[config.mk]
export PLATFORM = sky130hd
export DESIGN_NAME = i2c_bit_level_master_core
export DESIGN_NICKNAME = d
export VERILOG_FILES = /design/src/design/i2cbm_pkg.sv /design/src/design/i2cbm_fifo.sv /design/src/design/i2cbm_front.sv /design/src/design/i2cbm_engine.sv /design/src/design/i2c_bit_level_master_core.sv
export SDC_FILE = /design/constraint.sdc
export NUM_CORES = 1
export LEC_CHECK = 0
export BUFFER_PORTS_ARGS = -buffer_cell sky130_fd_sc_hd__buf_2
export CORE_AREA = 10 10 120 122
export CTS_BUF_LIST = sky130_fd_sc_hd__clkbuf_4 sky130_fd_sc_hd__clkbuf_8 sky130_fd_sc_hd__clkbuf_16
export DETAILED_ROUTE_END_ITERATION = 8
export DIE_AREA = 0 0 130 132
export PLACE_DENSITY = 0.73
export SLEW_MARGIN = 20
export SYNTH_ARGS = -nofsm -noshare
export SYNTH_HDL_FRONTEND = slang
export SYNTH_SLANG_ARGS = --single-unit
[constraint.sdc]
create_clock -name clk_i -period 6.25 [get_ports clk_i]
set_clock_uncertainty 0.15 [all_clocks]
set_input_delay 0.3125 -clock clk_i [delete_from_list [all_inputs] [get_ports clk_i]]
set_output_delay 0.3125 -clock clk_i [all_outputs]
set_load 0.1 [all_outputs]
[src/design/i2cbm_pkg.sv]
// ----------------------------------------------------------------------------
// i2cbm_pkg
// Shared types and constants of the byte-level I2C master.
// ----------------------------------------------------------------------------
`default_nettype none

package i2cbm_pkg;

  // command codes as they arrive on the op port
  typedef enum logic [2:0] {
    OpNone     = 3'd0,
    OpStart    = 3'd1,
    OpStop     = 3'd2,
    OpWrite    = 3'd3,
    OpReadAck  = 3'd4,
    OpReadNack = 3'd5
  } op_e;

  localparam logic [15:0] PhaseTicksRst = 16'd100;
  localparam logic [3:0]  NumBits       = 4'd8;   // bit index of the ACK slot

  typedef struct packed {
    op_e        op;
    logic [7:0] tx_byte;
    logic       sda_in;
  } item_t;

  typedef struct packed {
    logic       scl_out;
    logic       sda_out;
    logic       busy_res;
    logic       done_res;
    logic [7:0] rx_byte;
    logic       nack;
  } result_t;

  // handshake from the front queue toward the engine
  typedef struct packed {
    logic  avail;
    item_t item;
  } item_q_t;

endpackage

`default_nettype wire

[src/design/i2cbm_fifo.sv]
// ----------------------------------------------------------------------------
// i2cbm_fifo
// Small register queue; oldest word is shown on data_o while not empty.
// ----------------------------------------------------------------------------
`default_nettype none

module i2cbm_fifo #(
  parameter int Width = 8,
  parameter int Depth = 2
) (
  input  wire logic             clk_i,
  input  wire logic             rst_ni,
  input  wire logic             push_i,
  input  wire logic [Width-1:0] data_i,
  output logic                  full_o,
  input  wire logic             pop_i,
  output logic [Width-1:0]      data_o,
  output logic                  empty_o
);

  localparam int PtrW = (Depth > 1) ? $clog2(Depth) : 1;
  localparam int CntW = $clog2(Depth + 1);
  localparam logic [PtrW-1:0] LastPtr = PtrW'(Depth - 1);
  localparam logic [CntW-1:0] FullCnt = CntW'(Depth);

  logic [Width-1:0] mem_q [Depth];
  logic [PtrW-1:0]  wr_ptr_q, wr_ptr_d, rd_ptr_q, rd_ptr_d;
  logic [CntW-1:0]  cnt_q, cnt_d;
  logic             do_push, do_pop;

  assign full_o  = (cnt_q == FullCnt);
  assign empty_o = (cnt_q == '0);
  assign data_o  = mem_q[rd_ptr_q];
  assign do_push = push_i && !full_o;
  assign do_pop  = pop_i && !empty_o;

  always_comb begin
    wr_ptr_d = wr_ptr_q;
    rd_ptr_d = rd_ptr_q;
    cnt_d    = cnt_q;
    if (do_push) begin
      wr_ptr_d = (wr_ptr_q == LastPtr) ? '0 : wr_ptr_q + 1'b1;
    end
    if (do_pop) begin
      rd_ptr_d = (rd_ptr_q == LastPtr) ? '0 : rd_ptr_q + 1'b1;
    end
    if (do_push && !do_pop) begin
      cnt_d = cnt_q + 1'b1;
    end else if (do_pop && !do_push) begin
      cnt_d = cnt_q - 1'b1;
    end
  end

  always_ff @(posedge clk_i or negedge rst_ni) begin
    if (!rst_ni) begin
      wr_ptr_q <= '0;
      rd_ptr_q <= '0;
      cnt_q    <= '0;
    end else begin
      wr_ptr_q <= wr_ptr_d;
      rd_ptr_q <= rd_ptr_d;
      cnt_q    <= cnt_d;
    end
  end

  always_ff @(posedge clk_i) begin
    if (do_push) begin
      mem_q[wr_ptr_q] <= data_i;
    end
  end

endmodule

`default_nettype wire

[src/design/i2cbm_front.sv]
// ----------------------------------------------------------------------------
// i2cbm_front
// Takes ticks in, maps undefined op codes to no-op and queues the word.
// ----------------------------------------------------------------------------
`default_nettype none

module i2cbm_front
  import i2cbm_pkg::*;
#(
  parameter int Depth = 2
) (
  input  wire logic       clk_i,
  input  wire logic       rst_ni,
  input  wire logic       push,
  output logic            full,
  input  wire logic [2:0] op_i,
  input  wire logic [7:0] tx_byte_i,
  input  wire logic       sda_in_i,
  output item_q_t         item_q_o,
  input  wire logic       item_pop_i
);

  item_t in_item;
  item_t head;
  logic  q_empty;

  always_comb begin
    in_item.tx_byte = tx_byte_i;
    in_item.sda_in  = sda_in_i;
    unique case (op_i)
      OpStart:    in_item.op = OpStart;
      OpStop:     in_item.op = OpStop;
      OpWrite:    in_item.op = OpWrite;
      OpReadAck:  in_item.op = OpReadAck;
      OpReadNack: in_item.op = OpReadNack;
      default:    in_item.op = OpNone;
    endcase
  end

  i2cbm_fifo #(
    .Width($bits(item_t)),
    .Depth(Depth)
  ) u_in_q (
    .clk_i  (clk_i),
    .rst_ni (rst_ni),
    .push_i (push),
    .data_i (in_item),
    .full_o (full),
    .pop_i  (item_pop_i),
    .data_o (head),
    .empty_o(q_empty)
  );

  assign item_q_o.avail = !q_empty;
  assign item_q_o.item  = head;

endmodule

`default_nettype wire

[src/design/i2cbm_engine.sv]
// ----------------------------------------------------------------------------
// i2cbm_engine
// Bus phase sequencer: one tick per word, result words go to an output queue.
// ----------------------------------------------------------------------------
`default_nettype none

module i2cbm_engine
  import i2cbm_pkg::*;
#(
  parameter int Depth = 2
) (
  input  wire logic        clk_i,
  input  wire logic        rst_ni,
  input  wire logic        cfg_we_i,
  input  wire logic [15:0] cfg_wdata_i,
  input  wire item_q_t     item_q_i,
  output logic             item_pop_o,
  input  wire logic        pop,
  output logic             empty,
  output result_t          res_o
);

  typedef enum logic [5:0] {
    CsIdle     = 6'b000001,
    CsStart    = 6'b000010,
    CsStop     = 6'b000100,
    CsWrite    = 6'b001000,
    CsReadAck  = 6'b010000,
    CsReadNack = 6'b100000
  } cmd_state_e;

  cmd_state_e  state_q, state_d;
  logic [3:0]  bit_q, bit_d;      // 0..7 data bits, 8 = ACK slot
  logic [1:0]  sub_q, sub_d;      // phase within a bit
  logic [15:0] tick_q, tick_d;
  logic [7:0]  shift_q, shift_d;
  logic        scl_q, scl_d, sda_q, sda_d;
  logic        nack_q, nack_d;
  logic [7:0]  rx_q, rx_d;
  logic [15:0] phase_ticks_q;

  logic        fire, out_full, done, drive, is_read, last_phase;
  logic [15:0] limit;
  item_t       it;
  result_t     res_d;

  function automatic logic [1:0] drive_levels(cmd_state_e st, logic [3:0] b,
                                              logic [1:0] s, logic [7:0] sh);
    logic [1:0] lv;
    lv = 2'b11;
    unique case (st)
      CsStart: lv = {(s < 2'd2), (s == 2'd0)};
      CsStop:  lv = {1'b1, (s != 2'd0)};
      CsWrite: begin
        if (b < NumBits) lv = {(s == 2'd1), sh[~b[2:0]]};
        else             lv = {(s == 2'd1 || s == 2'd2), 1'b1};
      end
      CsReadAck, CsReadNack: begin
        if (b < NumBits) lv = {(s < 2'd2), 1'b1};
        else             lv = {(s == 2'd1), (st == CsReadNack)};
      end
      default: lv = 2'b11;
    endcase
    return lv;
  endfunction

  assign it         = item_q_i.item;
  assign fire       = item_q_i.avail && !out_full;
  assign item_pop_o = fire;
  assign limit      = (phase_ticks_q == '0) ? 16'd1 : phase_ticks_q;
  assign is_read    = (state_q == CsReadAck) || (state_q == CsReadNack);

  always_comb begin
    unique case (state_q)
      CsStart:               last_phase = (sub_q == 2'd2);
      CsStop:                last_phase = (sub_q == 2'd1);
      CsWrite:               last_phase = (bit_q == NumBits) && (sub_q == 2'd3);
      CsReadAck, CsReadNack: last_phase = (bit_q == NumBits) && (sub_q == 2'd2);
      default:               last_phase = 1'b0;
    endcase
  end

  always_comb begin
    state_d = state_q;
    bit_d   = bit_q;
    sub_d   = sub_q;
    tick_d  = tick_q;
    shift_d = shift_q;
    scl_d   = scl_q;
    sda_d   = sda_q;
    nack_d  = nack_q;
    rx_d    = rx_q;
    done    = 1'b0;
    drive   = 1'b0;
    if (state_q == CsIdle) begin
      unique case (it.op)
        OpStart:    state_d = CsStart;
        OpStop:     state_d = CsStop;
        OpWrite:    state_d = CsWrite;
        OpReadAck:  state_d = CsReadAck;
        OpReadNack: state_d = CsReadNack;
        default:    state_d = CsIdle;
      endcase
      if (it.op != OpNone) begin
        bit_d   = '0;
        sub_d   = '0;
        tick_d  = 16'd1;
        shift_d = (it.op == OpWrite) ? it.tx_byte : 8'd0;
        drive   = 1'b1;
      end
    end else if (tick_q >= limit) begin
      // sample in the first phase of each read bit
      if (is_read && bit_q < NumBits && sub_q == 2'd0) begin
        shift_d = {shift_q[6:0], it.sda_in};
      end
      if (is_read && bit_q == NumBits - 4'd1 && sub_q == 2'd2) begin
        rx_d = shift_q;
      end
      if (state_q == CsWrite && bit_q == NumBits && sub_q == 2'd1) begin
        nack_d = it.sda_in;
      end
      tick_d = 16'd1;
      if (last_phase) begin
        unique case (state_q)
          CsStart: {scl_d, sda_d} = 2'b00;
          CsStop:  {scl_d, sda_d} = 2'b11;
          default: {scl_d, sda_d} = 2'b01;
        endcase
        state_d = CsIdle;
        bit_d   = '0;
        sub_d   = '0;
        tick_d  = '0;
        done    = 1'b1;
      end else begin
        if ((state_q == CsWrite || is_read) && bit_q < NumBits && sub_q == 2'd2) begin
          sub_d = '0;
          bit_d = bit_q + 4'd1;
        end else begin
          sub_d = sub_q + 2'd1;
        end
        drive = 1'b1;
      end
    end else begin
      tick_d = tick_q + 16'd1;
    end
    if (drive) begin
      {scl_d, sda_d} = drive_levels(state_d, bit_d, sub_d, shift_d);
    end
  end

  always_comb begin
    res_d.scl_out  = scl_d;
    res_d.sda_out  = sda_d;
    res_d.busy_res = (state_d != CsIdle);
    res_d.done_res = done;
    res_d.rx_byte  = rx_d;
    res_d.nack     = nack_d;
  end

  always_ff @(posedge clk_i or negedge rst_ni) begin
    if (!rst_ni) begin
      state_q       <= CsIdle;
      bit_q         <= '0;
      sub_q         <= '0;
      tick_q        <= '0;
      shift_q       <= '0;
      scl_q         <= 1'b1;
      sda_q         <= 1'b1;
      nack_q        <= 1'b0;
      rx_q          <= '0;
      phase_ticks_q <= PhaseTicksRst;
    end else begin
      if (fire) begin
        state_q <= state_d;
        bit_q   <= bit_d;
        sub_q   <= sub_d;
        tick_q  <= tick_d;
        shift_q <= shift_d;
        scl_q   <= scl_d;
        sda_q   <= sda_d;
        nack_q  <= nack_d;
        rx_q    <= rx_d;
      end
      if (cfg_we_i) begin
        phase_ticks_q <= cfg_wdata_i;
      end
    end
  end

  i2cbm_fifo #(
    .Width($bits(result_t)),
    .Depth(Depth)
  ) u_out_q (
    .clk_i  (clk_i),
    .rst_ni (rst_ni),
    .push_i (fire),
    .data_i (res_d),
    .full_o (out_full),
    .pop_i  (pop),
    .data_o (res_o),
    .empty_o(empty)
  );

endmodule

`default_nettype wire

[src/design/i2c_bit_level_master_core.sv]
// ----------------------------------------------------------------------------
// i2c_bit_level_master_core
// Byte-level open-drain I2C master, one bus tick per input word.
// ----------------------------------------------------------------------------
// Flow: a pushed word goes through the input queue, then one engine step
//   writes its result word into the output queue, which stalls it when full.
// Throughput: one word per cycle; the engine steps once per cycle unless stalled.
// Reset: async active low; queues empty, bus released, phase_ticks = 100.
`default_nettype none

module i2c_bit_level_master_core
  import i2cbm_pkg::*;
#(
  parameter int FifoDepth = 2
) (
  input  wire logic        clk_i,
  input  wire logic        rst_ni,
  input  wire logic        cfg_we_i,
  input  wire logic [15:0] cfg_wdata_i,
  input  wire logic        push,
  output logic             full,
  input  wire logic [2:0]  op_i,
  input  wire logic [7:0]  tx_byte_i,
  input  wire logic        sda_in_i,
  output logic             empty,
  input  wire logic        pop,
  output logic             scl_out_o,
  output logic             sda_out_o,
  output logic             busy_res_o,
  output logic             done_res_o,
  output logic [7:0]       rx_byte_o,
  output logic             nack_o
);

  item_q_t item_q;
  logic    item_pop;
  result_t res;

  i2cbm_front #(
    .Depth(FifoDepth)
  ) u_front (
    .clk_i     (clk_i),
    .rst_ni    (rst_ni),
    .push      (push),
    .full      (full),
    .op_i      (op_i),
    .tx_byte_i (tx_byte_i),
    .sda_in_i  (sda_in_i),
    .item_q_o  (item_q),
    .item_pop_i(item_pop)
  );

  i2cbm_engine #(
    .Depth(FifoDepth)
  ) u_engine (
    .clk_i      (clk_i),
    .rst_ni     (rst_ni),
    .cfg_we_i   (cfg_we_i),
    .cfg_wdata_i(cfg_wdata_i),
    .item_q_i   (item_q),
    .item_pop_o (item_pop),
    .pop        (pop),
    .empty      (empty),
    .res_o      (res)
  );

  assign scl_out_o  = res.scl_out;
  assign sda_out_o  = res.sda_out;
  assign busy_res_o = res.busy_res;
  assign done_res_o = res.done_res;
  assign rx_byte_o  = res.rx_byte;
  assign nack_o     = res.nack;

  // the engine only steps on a queued word
  a_pop_has_item: assert property (@(posedge clk_i) disable iff (!rst_ni)
    item_pop |-> item_q.avail)
    else $error("engine stepped with no queued word");

  // a finishing command leaves the block idle
  a_done_not_busy: assert property (@(posedge clk_i) disable iff (!rst_ni)
    (!empty && done_res_o) |-> !busy_res_o)
    else $error("done strobe while busy");

  // final levels are start (0,0), stop (1,1) or byte end (0,1)
  a_done_levels: assert property (@(posedge clk_i) disable iff (!rst_ni)
    (!empty && done_res_o) |-> !(scl_out_o && !sda_out_o))
    else $error("bad bus levels at command end");

endmodule

`default_nettype wire

After elaboration in Yosys (flattened, before gate mapping)
Memory sizes are Yosys's and may differ from the RTL's.
Cells that the tools add are included.
{"block": "totals", "ff_bits": 71, "ram_bits": 50, "input_bits": 33, "output_inout_bits": 15, "memories": 2}
{"block": "op_classes", "add_sub_neg": 11, "magnitude_cmp": 5, "n_eq_ne": 32, "mux": 66, "bitwise": 1, "reduce_logical": 42}
{"memory": "u_engine.u_out_q.mem_q", "words": 2, "width": 13, "read_ports": 1, "rd_ports_with_merged_regs": 0, "wr": 1, "line_no": "i2cbm_fifo.sv:26", "text": "logic [Width-1:0] mem_q [Depth];"}
{"memory": "u_front.u_in_q.mem_q", "words": 2, "width": 12, "read_ports": 1, "rd_ports_with_merged_regs": 0, "wr": 1, "line_no": "i2cbm_fifo.sv:26"}
{"operator": "$mux W16", "n": 4}
{"operator": "$mux W8", "n": 8}
{"operator": "$mux W1", "n": 30}
{"operator": "$pmux W6 S5", "n": 1}
{"operator": "$mux W2", "n": 11}
{"operator": "$mux W4", "n": 5}
{"operator": "$logic_and A1 B1 Y1", "n": 19}
{"operator": "$mux W6", "n": 3}
{"operator": "$add A16 B1 Y16 const B", "n": 1}
{"operator": "$ge A16 B16 Y1", "n": 1}
{"operator": "$logic_not A16 Y1", "n": 1}
{"operator": "$pmux W3 S5", "n": 1}
{"operator": "$eq A3 B2 Y1 const B", "n": 4}
{"operator": "$eq A3 B3 Y1 const B", "n": 4}
{"operator": "$eq A6 B2 Y1 const B", "n": 2}
{"operator": "$eq A6 B3 Y1 const B", "n": 2}
{"operator": "$eq A6 B4 Y1 const B", "n": 2}
{"operator": "$eq A6 B5 Y1 const B", "n": 2}
{"operator": "$eq A6 B6 Y1 const B", "n": 2}
{"operator": "$eq A2 B2 Y1 const B", "n": 5}
{"operator": "$logic_not A1 Y1", "n": 8}
{"operator": "$logic_not A2 Y1", "n": 4}
{"operator": "$lt A4 B4 Y1 const B", "n": 2}
{"operator": "$pmux W2 S4", "n": 1}
{"operator": "other kinds (21)", "n": 34}

Depth between registers and ports, before layout
Gate-level depths: netlist of run 1.
{"block": "logic_depth", "depth_word": 15, "mapped_depth": 16}

Hierarchy
Synthesis of run 1 repeated with hierarchy kept, for this count alone.
{"block": "hier_totals", "cells_unflattened": 597, "area_unflattened_um2": 6513.7}
{"module": "i2cbm_engine", "instances": 1, "cells_per_inst": 478, "area_per_inst_um2": 4219.0}
{"module": "i2cbm_fifo (u_engine.u_out_q)", "instances": 1, "cells_per_inst": 59, "area_per_inst_um2": 1168.6}
{"module": "i2cbm_fifo (u_front.u_in_q)", "instances": 1, "cells_per_inst": 56, "area_per_inst_um2": 1099.8}
{"module": "i2cbm_front", "instances": 1, "cells_per_inst": 4, "area_per_inst_um2": 26.3}

Worst setup path before layout of run 1
Ideal clock, no wire load.
{"block": "synth_timing", "path_type": "register -> register", "start": "register u_engine.phase_ticks_q[9]", "end": "memory u_engine.u_out_q.mem_q[0][12] (netlist name), data pin", "arrival_ps": 3557, "required_ps": 5828, "slack_ps": 2271, "path_stages_with_launch": 16, "n_path_buf": 0, "synth_period_minus_slack_ps": 3979, "path_cell_list": "dfrtp_1 -> nor4_1 -> a41o_1 -> ha_1 -> nand2b_1 -> a2111o_1 -> a32oi_2 -> nand3_1 -> nand3_1 -> o311ai_0 -> a21oi_1 -> ha_1 -> a32o_1 -> o2bb2ai_1 -> a311oi_1 -> a21oi_1"}
{"item": "start, declared", "line_no": "i2cbm_engine.sv:40", "text": "logic [15:0] phase_ticks_q;"}
{"item": "start signal, assigned", "line_no": "i2cbm_engine.sv:171", "text": "phase_ticks_q <= PhaseTicksRst;"}
{"item": "start signal, assigned", "line_no": "i2cbm_engine.sv:185", "text": "phase_ticks_q <= cfg_wdata_i;"}
{"item": "end, declared", "line_no": "i2cbm_fifo.sv:26"}

==> results of run 1 <==
synth_stat cells (6+ instances only):
master,count,area [µm²]
sky130_fd_sc_hd__mux2i_1,12,120
sky130_fd_sc_hd__mux2_2,26,293
sky130_fd_sc_hd__a21oi_1,18,90.1
sky130_fd_sc_hd__xor2_1,8,70.1
sky130_fd_sc_hd__dfrtp_1,65,1630
sky130_fd_sc_hd__nand2_1,67,251
sky130_fd_sc_hd__and3_1,14,87.6
sky130_fd_sc_hd__nand3_1,18,90.1
sky130_fd_sc_hd__clkbuf_1,15,56.3
sky130_fd_sc_hd__nand2b_1,8,50.1
sky130_fd_sc_hd__inv_1,32,120
sky130_fd_sc_hd__nor3_1,9,45.0
sky130_fd_sc_hd__edfxtp_1,50,1500
sky130_fd_sc_hd__ha_1,23,288
sky130_fd_sc_hd__a31oi_1,9,56.3
sky130_fd_sc_hd__o21ai_0,51,255
sky130_fd_sc_hd__dfstp_2,6,158
sky130_fd_sc_hd__xnor2_1,8,70.1
sky130_fd_sc_hd__nor2_1,64,240
sky130_fd_sc_hd__and2_1,7,43.8
sky130_fd_sc_hd__buf_2,7,35.0
sky130_fd_sc_hd__nand4_1,6,37.5
cells by family (layout without fill, tap and decap cells):
family          after synthesis  in the layout  share of synthesized area, %
compound gates              149            149                          15.6
xor+xnor                     16             16                          2.16
fa+ha+maj                    23             23                          4.44
buf+inv                      59            140                          3.59
flops                       121            121                          50.7
mux                          38             38                          6.37
simple gates                225            225                          17.2
per-layer routing:
layer  GRT usage [%]  part of all wire (%)
met5               0                     0
met2            32.0                    48
met1            25.5                    43
met4            7.38                   2.6
met3            6.28                   6.0
worst max-delay path by stage:
stage / startpoint / endpoint / slack, ps / depth (start not counted)
6_report: u_engine.phase_ticks_q[9]$_DFFE_PN0P_ / u_engine.u_out_q.mem_q[0][11]$_DFFE_PP_ / 1420 / 13
3_5_place_dp: u_engine.phase_ticks_q[9]$_DFFE_PN0P_ / u_engine.u_out_q.mem_q[0][11]$_DFFE_PP_ / 1590 / 13
5_1_grt: u_engine.phase_ticks_q[9]$_DFFE_PN0P_ / u_engine.u_out_q.mem_q[1][12]$_DFFE_PP_ / 1120 / 15
3_3_place_gp: u_engine.phase_ticks_q[9]$_DFFE_PN0P_ / u_engine.u_out_q.mem_q[0][12]$_DFFE_PP_ / 1660 / 14
4_1_cts: u_engine.phase_ticks_q[9]$_DFFE_PN0P_ / u_engine.u_out_q.mem_q[1][11]$_DFFE_PP_ / 1550 / 16
2_1_floorplan: u_engine.phase_ticks_q[9]$_DFFE_PN0P_ / u_engine.u_out_q.mem_q[0][12]$_DFFE_PP_ / 2270 / 15
sequential cells by signal, indices dropped and copies added (netlist names), 2 cells and up:
register                count
u_engine.state_q            6
u_engine.u_out_q.cnt_q      2
u_engine.bit_q              4
u_front.u_in_q.mem_q       24
u_engine.shift_q            8
u_engine.rx_q               8
u_engine.u_out_q.mem_q     26
u_front.u_in_q.cnt_q        2
u_engine.phase_ticks_q     16
u_engine.tick_q            16
u_engine.sub_q              2
timing repair:
action	CTS	global route
hold endpoints to repair	33	0
hold buffers	24	0
gates resized for setup	0	0
per-stage QoR:
stage | cell area [µm²] | utilization (%) | std cells | power [mW]
after floorplan | 6480 | - | 631 | 2.08
after global placement | 6830 | 57.3 | 803 | 2.31
after detailed placement | 6830 | 57.4 | 803 | 2.36
after CTS | 7700 | 64.6 | 859 | 3.41
after global routing | 7700 | 64.6 | 859 | 3.56
final | 7700 | 64.6 | 859 | 3.40
power by group through the flow:
stage | registers (mW) | clock network (mW) | logic, mW
floorplan | 1.16 | 0 | 0.927
global placement | 1.22 | 0 | 1.09
detailed placement | 1.23 | 0 | 1.13
CTS | 1.22 | 1.05 | 1.15
global route | 1.25 | 1.08 | 1.23
finish | 1.22 | 1.04 | 1.14
cell type report:
type                       instances  area [µm²]  share of cell area [%]
clock buffer                      23         477                    6.19
clock inverter                     9         151                    1.97
inverter                          33         124                    1.61
multi-input combinational        451        2970                    38.6
sequential                       121        3290                    42.7
tap                              147         184                    2.39
timing repair buffer              75         505                    6.56
==> results.yml, run 1 <==
outcome:
  status: "complete, but fails checks"
  failed_checks: "hold timing"
pwr:
  ir_drop_uv: 258
  pwr-share-clk_pct: 30.5
  combinationalPowerShare_pct: 33.5
  sw_frac_of_total_pct: 38.5
  power.static_leakage_nw: 3.26
  seq_power_share_pct: 36.0
  internal_power_mw: 2.09
  pwrdens_nw_per_um2: 441
  switchingPower_mw: 1.31
logic_synthesis:
  netlist_instances: 631
  synthesized_area_um2: 6480
  postSynthRegisterBits: 121
  syn-mean-instance-area_um2: 10.3
  synth_cell_types: 74
  number_of_enable_type_register_cells_in_the_synthesized_netlist: 50
  yosysWarningCount: 0
  synthArstFlopShare_pct: 58.7
  synth.yosys.seq_area_share_pct: 50.7
  synth_nets: 687
  ys_dominant_reg_cell: "sky130_fd_sc_hd__dfrtp_1"
sta:
  timing.slew.headroom_pct: 31.5
  final_min_period_over_clock_period_pct: 77.2
  setup_ws_ps: 1420
  final_period_minus_worst_setup_slack_ps: 4830
  timing_hold_violations_final: 53
  timing.final.setup_violations: 0
  setup-tns-final_ps: 0
  clock.fmax_mhz: 207
  tightestPinTransition_ps: 1020
  finalHoldWorstSlack_ps: -39.2
  slew_violations: 0
  unrepaired_setup_endpoints_after_global_routing: "false"
clock_network:
  cts_post_setup_buffers_inserted: 0
  clock-sinks: 121
  cts_root_buffer: "sky130_fd_sc_hd__clkbuf_16"
  clockBufferDepth: 2
  clock_pin_slew_of_the_registers_on_the_worst_case_setup_and_hold_paths_ps: 50
  cts_tree: "yes"
  worstSkewPairLatency_ps: 420
  cts_buffers: 17
  cts.htree.levels: 4
setup_path:
  critical_path.slowest_cell: "sky130_fd_sc_hd__nand4_1"
  worst-endpoint-required_ps: 6250
  reg2reg_setup_slack_ps: 1420
  cpLargestDelayFamily: "compound AO/OA/AOI/OAI gates"
  slowest_stage_delay_on_critical_path_ps: 610
  ordered_list_of_cells_on_the_worst_path: "nor4_1 -> a41o_1 -> ha_1 -> nand2b_1 -> a2111o_1 -> a32oi_2 -> nand4_1 -> a31oi_1 -> o21ai_0 -> a41oi_1 -> nand4_1 -> a2111oi_2 -> a21oi_1"
  r2r-start: "u_engine.phase_ticks_q[9]$_DFFE_PN0P_"
  timing.rr.end: "u_engine.u_out_q.mem_q[0][11]$_DFFE_PP_"
  worst_setup_path_end_kind: "flip-flop"
  setup.worst_path.class: "flip-flop to flip-flop"
  depth_of_the_most_critical_reg_to_reg_path: 13
  cp.arrival_ps: 4830
  worst-path-buf-inv: 0
  crit_fanout: 17
  crit_path_frequent_cell: "sky130_fd_sc_hd__nand4_1"
  setup.worst_path.start_class: "flip-flop"
floorplanning:
  fp.coreArea_um2: 11900
  ioPinCount: 48
  height_of_the_die_um: 132
  initial_utilization_pct: 54.4
  chipWidth_um: 130
  fp-row-count: 40
  die_area_um2: 17200
finish:
  most_common_library_cell_in_the_layout_ignoring_fill_and_taps: "sky130_fd_sc_hd__nand2_1"
  fillCellCount: 929
  final_layout_size_suffix_gt1_share_pct: 18.8
  final_nets: 755
  area_growth_syn_to_layout_pct: 18.8
  final_cell_mix: "sky130_fd_sc_hd__nand2_1 (67), sky130_fd_sc_hd__dfrtp_1 (65), sky130_fd_sc_hd__nor2_1 (63)"
  antenna_cells: 0
global_routing:
  initial_antenna_violation_count: 0
  grt_max_degree: 72
  grt_pass1_wl_um: 27800
  global_route.overflow_total: 0
  first_global_vias: 5309
  groute.usage.overall_pct: 20.3
routing:
  ratio_of_routed_vias_to_standard_cells: 6.05
  detailedRoute.firstIterationViolations: 434
  route.vias.total: 5199
  drcViolationCount: 0
  drt-pass1-iter-count: 5
  detailed_route_wire_length_um: 16700
  routed_wire_length_per_instance_um: 19.4
  antenna_violating_nets_post_route: 0
placement:
  globalplace.congestion: 0.876
  detailedPlace.worstSlack_ps: 1590
  port_buffers: 47
  dpl.hpwl_um: 11700
hold_path:
  hold_path_class: "input pin to asynchronous set/reset pin"
job:
  maxCapViolations: 0
Note: power is estimated with default switching activity, not from simulation.
==> inputs of run 2 (changes only) <==
- clock period: 6.25 -> 4.65 ns (I/O delays scaled with it)
==> run 2 against run 1 <==
Net effect:
- the flow now finishes without violations
- register-to-register slack got worse by 1200 ps
- combinational power increased by 38%
- worst hold slack better by 88 ps
- core utilization increased by 1.1 points
- global-route usage shrank 0.34 points
- critical path depth increased by 2
==> results.yml, run 2 (synthesis results as in run 1) <==
sta:
  timing.final.setup_violations: 0
  timing_hold_violations_final: 0
  final_min_period_over_clock_period_pct: 94.6
  clock.fmax_mhz: 227
  timing.slew.headroom_pct: 46.0
  slew_violations: 0
  setup-tns-final_ps: 0
  unrepaired_setup_endpoints_after_global_routing: "false"
  tightestPinTransition_ps: 805
  final_period_minus_worst_setup_slack_ps: 4400
  setup_ws_ps: 250
clock_network:
  worstSkewPairLatency_ps: 430
  cts.htree.levels: 4
  cts_buffers: 17
  cts_root_buffer: "sky130_fd_sc_hd__clkbuf_16"
  clock_pin_slew_of_the_registers_on_the_worst_case_setup_and_hold_paths_ps: 60
  clockBufferDepth: 2
  clock-sinks: 121
  cts_tree: "yes"
  cts_post_setup_buffers_inserted: 0
routing:
  drcViolationCount: 0
  drt-pass1-iter-count: 6
  detailedRoute.firstIterationViolations: 562
  antenna_violating_nets_post_route: 0
  route.vias.total: 5298
  ratio_of_routed_vias_to_standard_cells: 6.08
  routed_wire_length_per_instance_um: 19.1
  detailed_route_wire_length_um: 16700
global_routing:
  initial_antenna_violation_count: 0
  grt_pass1_wl_um: 27300
  grt_max_degree: 46
  first_global_vias: 5378
  groute.usage.overall_pct: 20.0
  global_route.overflow_total: 0
setup_path:
  ordered_list_of_cells_on_the_worst_path: "nor4_2 -> a41o_1 -> ha_1 -> nand2b_1 -> a2111o_1 -> a32oi_4 -> nand3_1 -> nand3_1 -> o311ai_0 -> a21oi_1 -> ha_1 -> a32o_1 -> o2bb2ai_1 -> a311oi_1 -> a21oi_1"
  worst-path-buf-inv: 0
  worst-endpoint-required_ps: 4650
  cpLargestDelayFamily: "compound AO/OA/AOI/OAI gates"
  setup.worst_path.class: "flip-flop to flip-flop"
  critical_path.slowest_cell: "sky130_fd_sc_hd__a2111o_1"
  setup.worst_path.start_class: "flip-flop"
  cp.arrival_ps: 4400
  worst_setup_path_end_kind: "flip-flop"
  crit_fanout: 5
  slowest_stage_delay_on_critical_path_ps: 460
finish:
  biggestRegsByFlops: "u_engine.u_out_q.mem_q x26, u_front.u_in_q.mem_q x24"
  antenna_cells: 0
  regMostFlops: "u_engine.u_out_q.mem_q"
  final_design_area_no_fill_um2: 7830
  area_growth_syn_to_layout_pct: 20.7
  fin_cells: 872
  multiInputGateArea_um2: 3010
  final_cell_mix: "sky130_fd_sc_hd__nand2_1 (67), sky130_fd_sc_hd__dfrtp_1 (65), sky130_fd_sc_hd__nor2_1 (62)"
  final_nets: 768
  layout.area.seq_um2: 3290
  finish.utilization_pct: 65.7
  final_layout_size_suffix_gt1_share_pct: 19.7
  fillCellCount: 890
  largest_register_ffs: 26
  most_common_library_cell_in_the_layout_ignoring_fill_and_taps: "sky130_fd_sc_hd__nand2_1"
placement:
  dpl.hpwl_um: 11400
  place.detailed.instances: 810
  detailedPlace.worstSlack_ps: 206
  post_dp_cell_area_um2: 6880
  globalplace.congestion: 0.966
  port_buffers: 47
floorplanning:
  die_area_um2: 17200
  initial_utilization_pct: 54.4
  height_of_the_die_um: 132
  chipWidth_um: 130
  fp-row-count: 40
  ioPinCount: 48
  fp.coreArea_um2: 11900
pwr:
  ir_drop_uv: 382
  power.static_leakage_nw: 3.31
  pwrdens_nw_per_um2: 581
hold_path:
  hold_path_class: "input pin to flip-flop"
outcome:
  status: "complete, no violations"
job:
  maxCapViolations: 0
==> run 2: metal layers <==
metal / wire, µm / global-route usage (%)
met2: 7970 / 32.0
met5: 0 / 0
met1: 7000 / 24.3
met3: 1270 / 5.95
met4: 437 / 8.44
==> run 2: final timing paths <==
check | start | endpoint | slack, ps | cells after the start
min reg2reg | u_engine.scl_q$_DFFE_PN1P_ | u_engine.scl_q$_DFFE_PN1P_ | 330 | 2
min | op_i[0] | u_front.u_in_q.mem_q[0][9]$_DFFE_PP_ | 50 | 2
max reg2reg | u_engine.phase_ticks_q[9]$_DFFE_PN0P_ | u_engine.u_out_q.mem_q[0][12]$_DFFE_PP_ | 250 | 15
max | u_engine.phase_ticks_q[9]$_DFFE_PN0P_ | u_engine.u_out_q.mem_q[0][12]$_DFFE_PP_ | 250 | 15
min in group asynchronous | rst_ni | u_engine.phase_ticks_q[11]$_DFFE_PN0P_ | 210 | 2
max in group asynchronous | rst_ni | u_engine.state_q[3]$_DFFE_PN0P_ | 3100 | 3
==> run 2: what timing repair did <==
| action | CTS | global route |
|---|---|---|
| hold buffers | 30 | 0 |
| endpoints found under the hold margin | 65 | 0 |
| endpoints found under the setup margin | 0 | 5 |
| resized for setup | 0 | 3 |
==> run 2: through the flow <==
step / total power, mW / hold slack [ps]
after CTS: 4.56 / 31.3
after global placement: 3.10 / 137
final: 4.55 / 48.5
after global routing: 4.76 / 65.6
after detailed placement: 3.17 / 142
after floorplan: 2.80 / -213
==> run 2: worst register-to-register path, delay by kind of cell (launching register included) <==
kind                     cells  cell delay [ps]
AO/OA/AOI/OAI                9             2270
flip-flops                   1              390
AND/OR/NAND/NOR              4              810
adder cells (fa/ha/maj)      2              510
==> run 2: cell type report <==
cell class,instances,share of cell area (%)
Sequential cell,121,42.0
Multi-Input combinational cell,451,38.4
Timing Repair Buffer,88,7.90
Clock buffer,19,5.63
Tap cell,147,2.35
Clock inverter,13,2.14
Inverter,33,1.58
==> run 2: report_power, final <==
group	internal, mW	total [mW]	switching (mW)
logic	0.438	1.57	1.13
registers	1.44	1.63	0.182
clock network	0.859	1.36	0.499
total	2.74	4.55	1.81
==> inputs of run 3 (changes only) <==
- CTS_CLUSTER_SIZE: default -> 16
- clock period: 4.65 -> 4.62 ns (I/O delays scaled with it)
==> run 3 against run 2 <==
Net effect:
- routed wire length increased by 1.7%
- die area unchanged
- largest cell class unchanged
- register-to-register slack improved by 40 ps
- worst hold slack improved by 7.8 ps
==> results.yml, run 3 (synthesis results as in run 1) <==
placement:
  globalplace.congestion: 0.974
  dpl.hpwl_um: 11600
  port_buffers: 47
job:
  maxCapViolations: 0
finish:
  finish.utilization_pct: 65.9
  final_layout_size_suffix_gt1_share_pct: 19.5
  antenna_cells: 0
  regMostFlops: "u_engine.u_out_q.mem_q"
  most_common_library_cell_in_the_layout_ignoring_fill_and_taps: "sky130_fd_sc_hd__nand2_1"
  area_growth_syn_to_layout_pct: 21.0
  final_nets: 766
  biggestRegsByFlops: "u_engine.u_out_q.mem_q x26, u_front.u_in_q.mem_q x24"
  largest_register_ffs: 26
  final_cell_mix: "sky130_fd_sc_hd__nand2_1 (67), sky130_fd_sc_hd__dfrtp_1 (65), sky130_fd_sc_hd__nor2_1 (63)"
routing:
  detailedRoute.firstIterationViolations: 487
  ratio_of_routed_vias_to_standard_cells: 6.05
  detailed_route_wire_length_um: 17000
  antenna_violating_nets_post_route: 0
  drt-pass1-iter-count: 5
  route.vias.total: 5265
  routed_wire_length_per_instance_um: 19.5
  drcViolationCount: 0
outcome:
  status: "complete, no violations"
sta:
  slew_violations: 0
  tightestPinTransition_ps: 1030
  timing_hold_violations_final: 0
  final_period_minus_worst_setup_slack_ps: 4330
  unrepaired_setup_endpoints_after_global_routing: "false"
  timing.final.setup_violations: 0
  timing.slew.headroom_pct: 31.3
  setup-tns-final_ps: 0
  final_min_period_over_clock_period_pct: 93.7
  clock.fmax_mhz: 231
setup_path:
  worst-endpoint-required_ps: 4620
  timing.rr.end: "u_engine.u_out_q.mem_q[1][12]$_DFFE_PP_"
  r2r-start: "u_engine.phase_ticks_q[9]$_DFFE_PN0P_"
  critPathLaunch: "u_engine.phase_ticks_q[9]$_DFFE_PN0P_"
  critPathCapture: "u_engine.u_out_q.mem_q[1][12]$_DFFE_PP_"
  setup.worst_path.class: "flip-flop to flip-flop"
  depth_of_the_most_critical_reg_to_reg_path: 15
  worst_setup_path_end_kind: "flip-flop"
  cp.arrival_ps: 4340
  setup.worst_path.start_class: "flip-flop"
  reg2reg_setup_slack_ps: 290
  crit_fanout: 5
clock_network:
  clock_pin_slew_of_the_registers_on_the_worst_case_setup_and_hold_paths_ps: 60
  cts_tree: "yes"
  clock-sinks: 121
  worstSkewPairLatency_ps: 420
  cts_root_buffer: "sky130_fd_sc_hd__clkbuf_16"
  clockBufferDepth: 2
  cts_buffers: 17
  cts.htree.levels: 4
floorplanning:
  chipWidth_um: 130
  initial_utilization_pct: 54.4
  fp-row-count: 40
  ioPinCount: 48
  fp.coreArea_um2: 11900
  die_area_um2: 17200
  height_of_the_die_um: 132
pwr:
  pwrdens_nw_per_um2: 595
  power.static_leakage_nw: 3.33
  ir_drop_uv: 417
global_routing:
  groute.usage.overall_pct: 20.4
  initial_antenna_violation_count: 0
  global_route.overflow_total: 0
  grt_max_degree: 46
  first_global_vias: 5321
  grt_pass1_wl_um: 27600
hold_path:
  hold_path_depth: 2
  hold_path_class: "input pin to flip-flop"
-- run 3: per-layer routing --
metal  GRT usage, %  vias to the layer above  wire length (µm)
li1               -                     2470                 -
met1           24.8                     2553              7230
met2           33.5                      198              8290
met3           5.23                       44               949
met4           8.50                        0               488
met5              0                        -                 0
-- run 3: metrics by stage --
step                instances  cell area [µm²]  hold slack, ps  setup WS (ps)  power, mW
finish                    870             7850            56.3            289       4.67
global route              870             7850            64.2           25.1       4.90
CTS                       869             7820            43.9            216       4.69
detailed placement        807             6860             153            219       3.19
global placement          807             6860             141            307       3.13
floorplan                 631             6480            -215            641       2.82
-- run 3: worst min-delay path by stage --
stage	from	end
after CTS	op_i[0]	u_front.u_in_q.mem_q[0][9]$_DFFE_PP_
after global placement	rst_ni	u_engine.phase_ticks_q[9]$_DFFE_PN0P_
after floorplan	rst_ni	u_engine.bit_q[0]$_DFFE_PN0P_
final	op_i[0]	u_front.u_in_q.mem_q[0][9]$_DFFE_PP_
after global routing	op_i[0]	u_front.u_in_q.mem_q[0][9]$_DFFE_PP_
after detailed placement	rst_ni	u_engine.phase_ticks_q[9]$_DFFE_PN0P_
-- run 3: worst max-delay path, cell delays in order, from the launching register on --
cell	delay (ps)
sky130_fd_sc_hd__dfrtp_1	390
sky130_fd_sc_hd__nor4_2	360
sky130_fd_sc_hd__a41o_1	220
sky130_fd_sc_hd__ha_1	220
sky130_fd_sc_hd__nand2b_1	140
sky130_fd_sc_hd__a2111o_1	440
sky130_fd_sc_hd__a32oi_2	300
sky130_fd_sc_hd__nand3_1	170
sky130_fd_sc_hd__nor2_1	290
sky130_fd_sc_hd__o21ai_0	140
sky130_fd_sc_hd__o31a_1	150
sky130_fd_sc_hd__ha_1	300
sky130_fd_sc_hd__a32o_1	220
sky130_fd_sc_hd__o2bb2ai_1	150
sky130_fd_sc_hd__a311oi_2	330
sky130_fd_sc_hd__a21oi_1	90
-- run 3: layout make-up --
type	count	area (µm²)
clock buffers	23	507
clock inverters	9	156
fillers	927	4070
inverters	33	124
multi-input cells	451	2990
flip-flops and latches	121	3290
well taps	147	184
repair buffers	86	603
-- run 3: what timing repair did --
action	CTS	global route
hold endpoints to repair	65	0
gates resized for setup	0	2
hold buffers	30	0
setup endpoints to repair	0	5
buffers inserted	0	1
-- run 3: power breakdown --
part | switching [mW] | leakage (nW) | internal, mW
Clock | 0.475 | 0.326 | 0.991
Sequential | 0.182 | 1.30 | 1.45
Combinational | 1.13 | 1.70 | 0.440
